## config.mk

```make
export PLATFORM = sky130hd
export DESIGN_NAME = infix_expression_evaluator
export DESIGN_NICKNAME = d
export VERILOG_FILES = /design/src/hdl/iee_pkg.sv /design/src/hdl/iee_div.sv /design/src/hdl/infix_expression_evaluator.sv
export SDC_FILE = /design/constraint.sdc
export NUM_CORES = 2
export LEC_CHECK = 0
export ABC_AREA = 1
export BUFFER_PORTS_ARGS = -buffer_cell sky130_fd_sc_hd__clkbuf_2
export CORE_UTILIZATION = 45
export DETAILED_ROUTE_END_ITERATION = 12
export SLEW_MARGIN = 5
export SYNTH_ARGS = -nofsm -noshare
export SYNTH_HDL_FRONTEND = slang
export SYNTH_HIERARCHICAL = 1
export SYNTH_SLANG_ARGS = --single-unit
```

## constraint.sdc

```tcl
create_clock -name clk_i -period 11.4 [get_ports clk_i]
set_clock_uncertainty 0.2 [all_clocks]
set_input_delay 3.42 -clock clk_i [delete_from_list [all_inputs] [get_ports clk_i]]
set_output_delay 3.42 -clock clk_i [all_outputs]
set_load 0.02 [all_outputs]
```

## src/hdl/iee_pkg.sv

```systemverilog
// Package for the infix expression evaluator: payload structs, operator and
// status codes, stack depths. No dependencies.
package iee_pkg;

  localparam int unsigned OperatorDepth = 64;
  localparam int unsigned ValueDepth    = 64;
  localparam int unsigned OpAw          = $clog2(OperatorDepth);
  localparam int unsigned ValAw         = $clog2(ValueDepth);
  localparam int unsigned OpCw          = $clog2(OperatorDepth + 1);
  localparam int unsigned ValCw         = $clog2(ValueDepth + 1);

  typedef enum logic [2:0] {
    OP_LPAREN = 3'd0,
    OP_ADD    = 3'd1,
    OP_SUB    = 3'd2,
    OP_MUL    = 3'd3,
    OP_DIV    = 3'd4
  } op_e;

  typedef enum logic [2:0] {
    ST_OK        = 3'd0,
    ST_DIVZERO   = 3'd1,
    ST_UNDERFLOW = 3'd2,
    ST_OVERFLOW  = 3'd3,
    ST_PAREN     = 3'd4
  } status_e;

  localparam logic [7:0] ChZero   = 8'd48;
  localparam logic [7:0] ChNine   = 8'd57;
  localparam logic [7:0] ChLparen = 8'h28;
  localparam logic [7:0] ChRparen = 8'h29;
  localparam logic [7:0] ChMul    = 8'h2a;
  localparam logic [7:0] ChAdd    = 8'h2b;
  localparam logic [7:0] ChSub    = 8'h2d;
  localparam logic [7:0] ChDiv    = 8'h2f;

  typedef struct packed {
    logic [7:0] ch;
    logic       last;
  } in_t;

  typedef struct packed {
    logic signed [31:0] value;
    logic [2:0]         status;
  } out_t;

  typedef struct packed {
    logic        start;
    logic [31:0] dividend;
    logic [31:0] divisor;
  } div_req_t;

endpackage

```

## src/hdl/iee_div.sv

```systemverilog
// Iterative signed divider for the evaluator, one quotient bit per cycle.
// Depends on iee_pkg. Truncates toward zero; the caller handles a zero divisor.
module iee_div (
  input  logic              clk_i,
  input  logic              rst_ni,
  input  iee_pkg::div_req_t req_i,
  output logic              busy_o,
  output logic [31:0]       quot_o
);

  logic [31:0] rem_q, rem_d, quo_q, quo_d, den_q, den_d;
  logic [5:0]  cnt_q, cnt_d;
  logic        neg_q, neg_d, busy_q, busy_d;
  logic [32:0] trial;
  logic [31:0] shifted;
  logic [31:0] a_abs, b_abs;

  assign a_abs   = req_i.dividend[31] ? (~req_i.dividend + 32'd1) : req_i.dividend;
  assign b_abs   = req_i.divisor[31] ? (~req_i.divisor + 32'd1) : req_i.divisor;
  assign shifted = {rem_q[30:0], quo_q[31]};
  assign trial   = {1'b0, shifted} - {1'b0, den_q};

  always_comb begin
    rem_d  = rem_q;
    quo_d  = quo_q;
    den_d  = den_q;
    cnt_d  = cnt_q;
    neg_d  = neg_q;
    busy_d = busy_q;
    if (req_i.start) begin
      rem_d  = '0;
      quo_d  = a_abs;
      den_d  = b_abs;
      cnt_d  = 6'd32;
      neg_d  = req_i.dividend[31] ^ req_i.divisor[31];
      busy_d = 1'b1;
    end else if (busy_q) begin
      if (!trial[32]) begin
        rem_d = trial[31:0];
        quo_d = {quo_q[30:0], 1'b1};
      end else begin
        rem_d = shifted;
        quo_d = {quo_q[30:0], 1'b0};
      end
      cnt_d = cnt_q - 6'd1;
      if (cnt_q == 6'd1) busy_d = 1'b0;
    end
  end

  always_ff @(posedge clk_i or negedge rst_ni) begin
    if (!rst_ni) begin
      busy_q <= 1'b0;
      cnt_q  <= '0;
    end else begin
      busy_q <= busy_d;
      cnt_q  <= cnt_d;
    end
  end

  always_ff @(posedge clk_i) begin
    rem_q <= rem_d;
    quo_q <= quo_d;
    den_q <= den_d;
    neg_q <= neg_d;
  end

  assign busy_o = busy_q;
  assign quot_o = neg_q ? (~quo_q + 32'd1) : quo_q;

endmodule

```

## src/hdl/infix_expression_evaluator.sv

```systemverilog
// Top level of the infix expression evaluator: sequencer, operator and value
// stack memories, multiplier register. Depends on iee_pkg and iee_div.
// One character is taken at a time. A digit or an opening parenthesis passes
// through decode and push; an operator also reads the operator stack top
// first. Each operator popped reads the operator stack and both operands,
// executes and writes back, waiting in S_DIVW for a multiplication or for
// the bit-serial divider. A final character adds the flush of all remaining
// operators, then reads the top value, loads the output register and raises
// valid; the output register is held until the result transfer. Further
// characters are taken while a result waits, and the next final character
// holds at the end of its flush until that transfer.
module infix_expression_evaluator (
  input  logic          clk_i,
  input  logic          rst_ni,
  input  logic          in_valid_i,
  output logic          in_ready_o,
  input  iee_pkg::in_t  in_data_i,
  output logic          out_valid_o,
  input  logic          out_ready_i,
  output iee_pkg::out_t out_data_o
);

  typedef enum logic [9:0] {
    S_IDLE  = 10'b0000000001,
    S_DEC   = 10'b0000000010,
    S_OPRD  = 10'b0000000100,
    S_OPCHK = 10'b0000001000,
    S_VRD1  = 10'b0000010000,
    S_VRD2  = 10'b0000100000,
    S_EXEC  = 10'b0001000000,
    S_DIVW  = 10'b0010000000,
    S_PUSH  = 10'b0100000000,
    S_OUT   = 10'b1000000000
  } state_e;

  typedef enum logic [1:0] {
    K_OPER = 2'd0,
    K_RPAR = 2'd1,
    K_FLSH = 2'd2
  } kind_e;

  state_e state_q, state_d;
  kind_e  kind_q, kind_d;

  logic [2:0]  op_mem [iee_pkg::OperatorDepth];
  logic [31:0] val_mem [iee_pkg::ValueDepth];
  logic [2:0]  op_rd_q;
  logic [31:0] val_rd_q;

  logic                   op_we, val_we;
  logic [iee_pkg::OpAw-1:0]  op_wa, op_ra;
  logic [iee_pkg::ValAw-1:0] val_wa, val_ra;
  logic [2:0]             op_wd;
  logic [31:0]            val_wd;

  logic [iee_pkg::OpCw-1:0]  opc_q, opc_d;
  logic [iee_pkg::ValCw-1:0] vc_q, vc_d;
  logic [2:0]  err_q, err_d;
  logic [7:0]  ch_q, ch_d;
  logic        last_q, last_d;
  logic [2:0]  inop_q, inop_d;
  logic [2:0]  curop_q, curop_d;
  logic [31:0] rhs_q, rhs_d, lhs_q, lhs_d;
  iee_pkg::out_t res_q, res_d;
  logic        ov_q, ov_d;

  iee_pkg::div_req_t div_req;
  logic        div_busy;
  logic [31:0] div_quot;
  logic [31:0] prod;
  logic        pops;

  iee_div u_div (
    .clk_i  (clk_i),
    .rst_ni (rst_ni),
    .req_i  (div_req),
    .busy_o (div_busy),
    .quot_o (div_quot)
  );

  always_ff @(posedge clk_i) begin
    if (op_we) op_mem[op_wa] <= op_wd;
    op_rd_q <= op_mem[op_ra];
  end

  always_ff @(posedge clk_i) begin
    if (val_we) val_mem[val_wa] <= val_wd;
    val_rd_q <= val_mem[val_ra];
  end

  assign prod = lhs_q * rhs_q;

  always_comb begin
    if (op_rd_q == iee_pkg::OP_LPAREN) pops = 1'b0;
    else if (inop_q == iee_pkg::OP_MUL || inop_q == iee_pkg::OP_DIV)
      pops = (op_rd_q == iee_pkg::OP_MUL || op_rd_q == iee_pkg::OP_DIV);
    else pops = 1'b1;
  end

  function automatic logic [2:0] flag_f(logic [2:0] cur, iee_pkg::status_e code);
    return (cur == iee_pkg::ST_OK) ? code : cur;
  endfunction

  always_comb begin
    state_d = state_q;
    kind_d  = kind_q;
    opc_d   = opc_q;
    vc_d    = vc_q;
    err_d   = err_q;
    ch_d    = ch_q;
    last_d  = last_q;
    inop_d  = inop_q;
    curop_d = curop_q;
    rhs_d   = rhs_q;
    lhs_d   = lhs_q;
    res_d   = res_q;
    ov_d    = ov_q;
    op_we   = 1'b0;
    op_wa   = opc_q[iee_pkg::OpAw-1:0];
    op_wd   = inop_q;
    op_ra   = opc_q[iee_pkg::OpAw-1:0] - 1'b1;
    val_we  = 1'b0;
    val_wa  = vc_q[iee_pkg::ValAw-1:0];
    val_wd  = '0;
    val_ra  = vc_q[iee_pkg::ValAw-1:0] - 1'b1;
    div_req = '0;
    in_ready_o = 1'b0;
    unique case (state_q)
      S_IDLE: begin
        in_ready_o = 1'b1;
        if (in_valid_i) begin
          ch_d    = in_data_i.ch;
          last_d  = in_data_i.last;
          state_d = S_DEC;
        end
      end
      S_DEC: begin
        state_d = S_PUSH;
        kind_d  = K_OPER;
        priority if (ch_q >= iee_pkg::ChZero && ch_q <= iee_pkg::ChNine) begin
          if (vc_q >= iee_pkg::ValCw'(iee_pkg::ValueDepth)) begin
            err_d = flag_f(err_q, iee_pkg::ST_OVERFLOW);
          end else begin
            val_we = 1'b1;
            val_wd = {24'd0, ch_q - iee_pkg::ChZero};
            vc_d   = vc_q + 1'b1;
          end
        end else if (ch_q == iee_pkg::ChLparen) begin
          if (opc_q >= iee_pkg::OpCw'(iee_pkg::OperatorDepth)) begin
            err_d = flag_f(err_q, iee_pkg::ST_OVERFLOW);
          end else begin
            op_we = 1'b1;
            op_wd = iee_pkg::OP_LPAREN;
            opc_d = opc_q + 1'b1;
          end
        end else if (ch_q == iee_pkg::ChRparen) begin
          kind_d  = K_RPAR;
          state_d = S_OPRD;
        end else if (ch_q == iee_pkg::ChAdd || ch_q == iee_pkg::ChSub ||
                     ch_q == iee_pkg::ChMul || ch_q == iee_pkg::ChDiv) begin
          unique case (ch_q)
            iee_pkg::ChAdd: inop_d = iee_pkg::OP_ADD;
            iee_pkg::ChSub: inop_d = iee_pkg::OP_SUB;
            iee_pkg::ChMul: inop_d = iee_pkg::OP_MUL;
            default:        inop_d = iee_pkg::OP_DIV;
          endcase
          state_d = S_OPRD;
        end
      end
      S_OPRD: begin
        if (opc_q == '0) begin
          if (kind_q == K_RPAR) begin
            err_d   = flag_f(err_q, iee_pkg::ST_PAREN);
            state_d = S_PUSH;
          end else if (kind_q == K_FLSH) begin
            if (vc_q == '0) err_d = flag_f(err_q, iee_pkg::ST_UNDERFLOW);
            curop_d = iee_pkg::OP_LPAREN;
            state_d = S_VRD1;
          end else begin
            state_d = S_PUSH;
          end
        end else begin
          state_d = S_OPCHK;
        end
      end
      S_OPCHK: begin
        curop_d = op_rd_q;
        if (kind_q == K_RPAR && op_rd_q == iee_pkg::OP_LPAREN) begin
          opc_d   = opc_q - 1'b1;
          kind_d  = K_OPER;
          state_d = S_PUSH;
        end else if (kind_q == K_FLSH && op_rd_q == iee_pkg::OP_LPAREN) begin
          opc_d   = opc_q - 1'b1;
          err_d   = flag_f(err_q, iee_pkg::ST_PAREN);
          state_d = S_OPRD;
        end else if (kind_q == K_OPER && !pops) begin
          state_d = S_PUSH;
        end else begin
          opc_d = opc_q - 1'b1;
          if (vc_q < iee_pkg::ValCw'(2)) begin
            err_d   = flag_f(err_q, iee_pkg::ST_UNDERFLOW);
            state_d = S_OPRD;
          end else begin
            state_d = S_VRD1;
          end
        end
      end
      S_VRD1: begin
        val_ra  = vc_q[iee_pkg::ValAw-1:0] - 1'b1;
        state_d = S_VRD2;
      end
      S_VRD2: begin
        rhs_d = val_rd_q;
        if (kind_q == K_FLSH && opc_q == '0 && state_q == S_VRD2 &&
            curop_q == iee_pkg::OP_LPAREN) begin
          state_d = S_EXEC;
        end else begin
          val_ra  = vc_q[iee_pkg::ValAw-1:0] - 2'd2;
          state_d = S_EXEC;
        end
      end
      S_EXEC: begin
        if (kind_q == K_FLSH && curop_q == iee_pkg::OP_LPAREN) begin
          if (!ov_q || out_ready_i) begin
            res_d.value  = (err_q == iee_pkg::ST_OK) ? rhs_q : 32'd0;
            res_d.status = err_q;
            if (vc_q == '0) res_d.value = 32'd0;
            state_d = S_OUT;
          end
        end else begin
          lhs_d = val_rd_q;
          unique case (curop_q)
            iee_pkg::OP_ADD: begin
              val_we = 1'b1; val_wd = val_rd_q + rhs_q;
            end
            iee_pkg::OP_SUB: begin
              val_we = 1'b1; val_wd = val_rd_q - rhs_q;
            end
            iee_pkg::OP_MUL: begin
              state_d = S_DIVW;
            end
            default: begin
              if (rhs_q == '0) begin
                err_d  = flag_f(err_q, iee_pkg::ST_DIVZERO);
                val_we = 1'b1;
              end else begin
                div_req.start    = 1'b1;
                div_req.dividend = val_rd_q;
                div_req.divisor  = rhs_q;
                state_d = S_DIVW;
              end
            end
          endcase
          val_wa = vc_q[iee_pkg::ValAw-1:0] - 2'd2;
          if (val_we) begin
            vc_d    = vc_q - 1'b1;
            state_d = S_OPRD;
          end
        end
      end
      S_DIVW: begin
        val_wa = vc_q[iee_pkg::ValAw-1:0] - 2'd2;
        if (curop_q == iee_pkg::OP_MUL) begin
          val_we = 1'b1; val_wd = prod;
        end else if (!div_busy) begin
          val_we = 1'b1; val_wd = div_quot;
        end
        if (val_we) begin
          vc_d    = vc_q - 1'b1;
          state_d = S_OPRD;
        end
      end
      S_PUSH: begin
        if (kind_q == K_OPER && (ch_q == iee_pkg::ChAdd || ch_q == iee_pkg::ChSub ||
            ch_q == iee_pkg::ChMul || ch_q == iee_pkg::ChDiv)) begin
          if (opc_q >= iee_pkg::OpCw'(iee_pkg::OperatorDepth)) begin
            err_d = flag_f(err_q, iee_pkg::ST_OVERFLOW);
          end else begin
            op_we = 1'b1;
            opc_d = opc_q + 1'b1;
          end
        end
        ch_d = '0;
        if (last_q) begin
          kind_d  = K_FLSH;
          curop_d = iee_pkg::OP_LPAREN;
          state_d = S_OPRD;
        end else begin
          state_d = S_IDLE;
        end
      end
      S_OUT: begin
        if (!ov_q) begin
          ov_d    = 1'b1;
          opc_d   = '0;
          vc_d    = '0;
          err_d   = iee_pkg::ST_OK;
          last_d  = 1'b0;
          state_d = S_IDLE;
        end
      end
      default: state_d = S_IDLE;
    endcase
    if (ov_q && out_ready_i) ov_d = 1'b0;
  end

  always_ff @(posedge clk_i or negedge rst_ni) begin
    if (!rst_ni) begin
      state_q <= S_IDLE;
      kind_q  <= K_OPER;
      opc_q   <= '0;
      vc_q    <= '0;
      err_q   <= iee_pkg::ST_OK;
      last_q  <= 1'b0;
      ov_q    <= 1'b0;
    end else begin
      state_q <= state_d;
      kind_q  <= kind_d;
      opc_q   <= opc_d;
      vc_q    <= vc_d;
      err_q   <= err_d;
      last_q  <= last_d;
      ov_q    <= ov_d;
    end
  end

  always_ff @(posedge clk_i) begin
    ch_q    <= ch_d;
    inop_q  <= inop_d;
    curop_q <= curop_d;
    rhs_q   <= rhs_d;
    lhs_q   <= lhs_d;
    res_q   <= res_d;
  end

  assign out_valid_o = ov_q;
  assign out_data_o  = res_q;

  a_cnt_bound: assert property (@(posedge clk_i) disable iff (!rst_ni)
    vc_q <= iee_pkg::ValCw'(iee_pkg::ValueDepth) &&
    opc_q <= iee_pkg::OpCw'(iee_pkg::OperatorDepth))
    else $error("stack count beyond depth");
  a_ready_idle: assert property (@(posedge clk_i) disable iff (!rst_ni)
    in_ready_o |-> state_q == S_IDLE)
    else $error("input taken outside idle");
  a_out_clear: assert property (@(posedge clk_i) disable iff (!rst_ni)
    (ov_q && out_valid_o && $rose(ov_q)) |-> vc_q == '0 && opc_q == '0)
    else $error("stacks not cleared at result");
  a_err_value: assert property (@(posedge clk_i) disable iff (!rst_ni)
    $rose(ov_q) |-> (res_q.status == iee_pkg::ST_OK || res_q.value == 32'd0))
    else $error("non-zero value with error status");
  a_out_hold: assert property (@(posedge clk_i) disable iff (!rst_ni)
    (ov_q && !out_ready_i) |=> (ov_q && $stable(res_q)))
    else $error("result changed while waiting");

endmodule

```

==> impl_metrics.env <==
export IMPL_num_io_pins=50
export IMPL_syn_area_sq_mm=0.128
export IMPL_fin_crit_ns=8.79
export IMPL_io_buffers=49
export IMPL_synth_top_area_cell="edfxtp_1"
export IMPL_synth_area_leaders="edfxtp_1, fa_1, inv_1, nand2_1, o211ai_1"
export IMPL_postLayoutCellArea_sq_mm=0.142
export IMPL_antenna_left=0
export IMPL_yosys_mux_area_fraction_pct=0.187
export IMPL_cts_setup_buffers=0
export IMPL_layout_setup_ws_ns=2.61
export IMPL_relSlewSlack_pct=9.02
export IMPL_place_ws_ns=2.74
export IMPL_slew_violations=0
export IMPL_cts_root_buf="clkbuf_16"
export IMPL_placedCellCount=15500
export IMPL_fmax_mhz=114
export IMPL_ys_async_sr_fraction_pct=1.51
export IMPL_gr_total_overflow=0
export IMPL_mappedNetlistNets=12800
export IMPL_fin_nets=12600
export IMPL_via_per_inst=5.61
export IMPL_grt_pass1_wl_um=566000
export IMPL_critPathMostFrequentCell="fa_1"
export IMPL_ctsResizeCount=0
export IMPL_clk_pin_slew_ns=0.06
export IMPL_cts_tree="built"
export IMPL_wirelength_um=384000
export IMPL_nFillCells=25000
export IMPL_avgSynthCellArea_sq_um=10.6
export IMPL_fp_dieArea_sq_mm=0.287
export IMPL_place_area_sq_mm=0.133
export IMPL_maxCapViolations=0
export IMPL_grt_util_all_layers_pct=26.5
export IMPL_fin_crit_sh_pct=77.1
export IMPL_syn_to_final_growth_pct=10.3
export IMPL_rsz0062_at_grt="false"
export IMPL_place_congestion=0.927
export IMPL_core_area_sq_mm=0.283
export IMPL_hold_class="reg -> reg"
export IMPL_tns_ns=0
export IMPL_drive_gt1_share_pct=7.44
export IMPL_dr_pass1_iters=7
export IMPL_yosysWarningCount=6
export IMPL_status="finished, final reports clean"
export IMPL_rows=195
export IMPL_synth_edf_count=2418
export IMPL_setup_viol=0
export IMPL_end_kind="flip-flop"
export IMPL_synth_common_cells="edfxtp_1, inv_1, nand2_1"
export IMPL_synth_compound_area_share_pct=9.48
export IMPL_die_h_um=536
export IMPL_cts_hold_buf=0
export IMPL_synth_flop_cell="edfxtp_1"
export IMPL_yosys_area_share_adder_pct=8.50
export IMPL_antenna_found_initial=9
export IMPL_cts_sinks=2522
export IMPL_fp_dieW_um=536
export IMPL_clock_path_buffers=4
export IMPL_required_ns=11.81
export IMPL_ys_types=66
export IMPL_grt_max_degree=221
export IMPL_critPathTopFamily="adder cells"
export IMPL_clkLatencyLatePin_ns=0.87
export IMPL_critPathKind="reg -> reg"
export IMPL_dpl_hpwl_um=228000
export IMPL_cp_buffers_inverters=6
export IMPL_worst_pin_slew_ns=1.36
export IMPL_ys_ff_latch=2522
export IMPL_vias=89400
export IMPL_rrSetupSlack_ns=2.61
export IMPL_hold_viol_final=0
export IMPL_htree_levels=5
export IMPL_slowest_delay_ns=1.09
export IMPL_critical_path_arrival_ns=9.21
export IMPL_slowest_stage="edfxtp_1"
export IMPL_drc=0
export IMPL_critPathMaxFanout=33
export IMPL_cts_made_buffers=285
export IMPL_postSynthCellCount=12100
export IMPL_yosys_area_share_simple_pct=14.0
export IMPL_stdcell_count=16000
export IMPL_initial_core_util_pct=45.4
export IMPL_seq_area_frac_synth_pct=58.3
export IMPL_start_kind="flip-flop"
export IMPL_yosysTopAreaCellShare_pct=56.6
export IMPL_drt_iter0_markers=9410
export IMPL_synth_top_family_by_area="simple AND/OR/NAND/NOR gates"
export IMPL_grt_pass1_vias=86800
export IMPL_wire_per_inst_um=24.0
export IMPL_post_synth_top_count_cell="edfxtp_1"
export IMPL_synthXorXnorAreaFrac_pct=1.02
[state kept, by name (all words and copies together) (netlist names), 2 cells and up]
name / cells
u_div/rem_q: 31
err_q: 3
op_mem: 192
vc_q: 7
rhs_q: 32
ch_q: 8
inop_q: 3
state_q: 10
u_div/cnt_q: 6
curop_q: 3
kind_q: 2
opc_q: 7
out_data_o: 35
lhs_q: 32
u_div/quo_q: 32
op_rd_q: 3
val_mem: 2048
u_div/den_q: 32
val_rd_q: 32
[metal layers]
metal | up-vias | wire length, um | GRT usage [%]
li1 | 40900 | - | -
met1 | 44100 | 165000 | 37.7
met2 | 3769 | 172000 | 41.4
met3 | 656 | 32000 | 3.78
met4 | 6 | 14300 | 9.28
met5 | - | 36 | 0
[cell type report]
| type | instances | area, sq um | share of cell area (%) |
|---|---|---|---|
| sequential | 2522 | 74900 | 52.9 |
| timing repair buffer | 245 | 1950 | 1.38 |
| antenna | 3 | 7.51 | 0.00530 |
| tap | 3743 | 4680 | 3.31 |
| multi-input combinational | 6901 | 43400 | 30.7 |
| clock buffer | 351 | 7540 | 5.32 |
| clock inverter | 144 | 1330 | 0.938 |
| inverter | 2048 | 7730 | 5.46 |
[kinds of logic (layout without fill, tap and decap cells)]
logic type,after synthesis,in the layout
and+or+nand+nor,4192,4192
buffers and inverters,2704,2788
DFF,2522,2522
AOI/OAI and AO/OA,1910,1910
adders and majority gates,625,625
xor gates and xnor gates,150,150
muxes,24,24
other,0,3
[cells in the final DEF (no fill, tap or decap), types with 38 or more instances in the layout]
cell type  instances
a21oi_1          134
buf_4            178
clkbuf_1          56
clkbuf_16        290
clkbuf_2          49
clkinv_1          60
dfxtp_1           66
edfxtp_1        2418
fa_1             412
ha_1             212
inv_1           2028
nand2_1         2012
nand3_1         1097
nand3b_1          39
nand4_1           41
nor2_1           704
nor2_4            71
nor3_1            41
o211ai_1         868
o21ai_0          577
o21ai_1          185
or2_2            107
xnor2_1           38
xor2_1           112
[worst register-to-register path: stages (launching register included)]
cell      delay (ns)
edfxtp_1        1.09
nand2_1         0.21
fa_1            0.42
inv_1           0.07
fa_1            0.43
fa_1            0.53
inv_1           0.05
fa_1            0.48
inv_1           0.05
fa_1            0.50
inv_1           0.08
fa_1            0.55
inv_1           0.05
fa_1            0.50
fa_1            0.43
ha_1            0.37
a21oi_1         0.22
a21boi_0        0.17
o21ai_0         0.16
nand2_1         0.09
nand3_1         0.21
a21oi_1         0.32
nand3_1         0.11
nand3_1         0.12
nand2_1         0.08
nand2_2         0.64
buf_4           0.47
[worst paths after layout]
| check | depth (start not counted) | start | to |
|---|---|---|---|
| min in group asynchronous | 1 | rst_ni | err_q[1]$_DFFE_PN0P_ |
| hold / removal | 2 | u_div/rem_q[30]$_SDFFE_PP0P_ | u_div/rem_q[30]$_SDFFE_PP0P_ |
| setup / recovery | 26 | lhs_q[8]$_DFFE_PP_ | val_mem[29][31]$_DFFE_PP_ |
| max in group asynchronous | 1 | rst_ni | opc_q[0]$_DFFE_PN0P_ |
| hold reg to reg | 2 | u_div/rem_q[30]$_SDFFE_PP0P_ | u_div/rem_q[30]$_SDFFE_PP0P_ |
| setup reg to reg | 26 | lhs_q[8]$_DFFE_PP_ | val_mem[29][31]$_DFFE_PP_ |
[through the flow]
step / hold slack, ns / utilization, %
after floorplan: 0.226 / -
final: 0.262 / 50.0
after global routing: 0.285 / 50.0
after global placement: 0.247 / 46.9
after detailed placement: 0.254 / 46.9
after CTS: 0.264 / 50.0
Power is not shown: default switching activity piles up to over one toggle a cycle in this logic, so the estimate is an artifact.
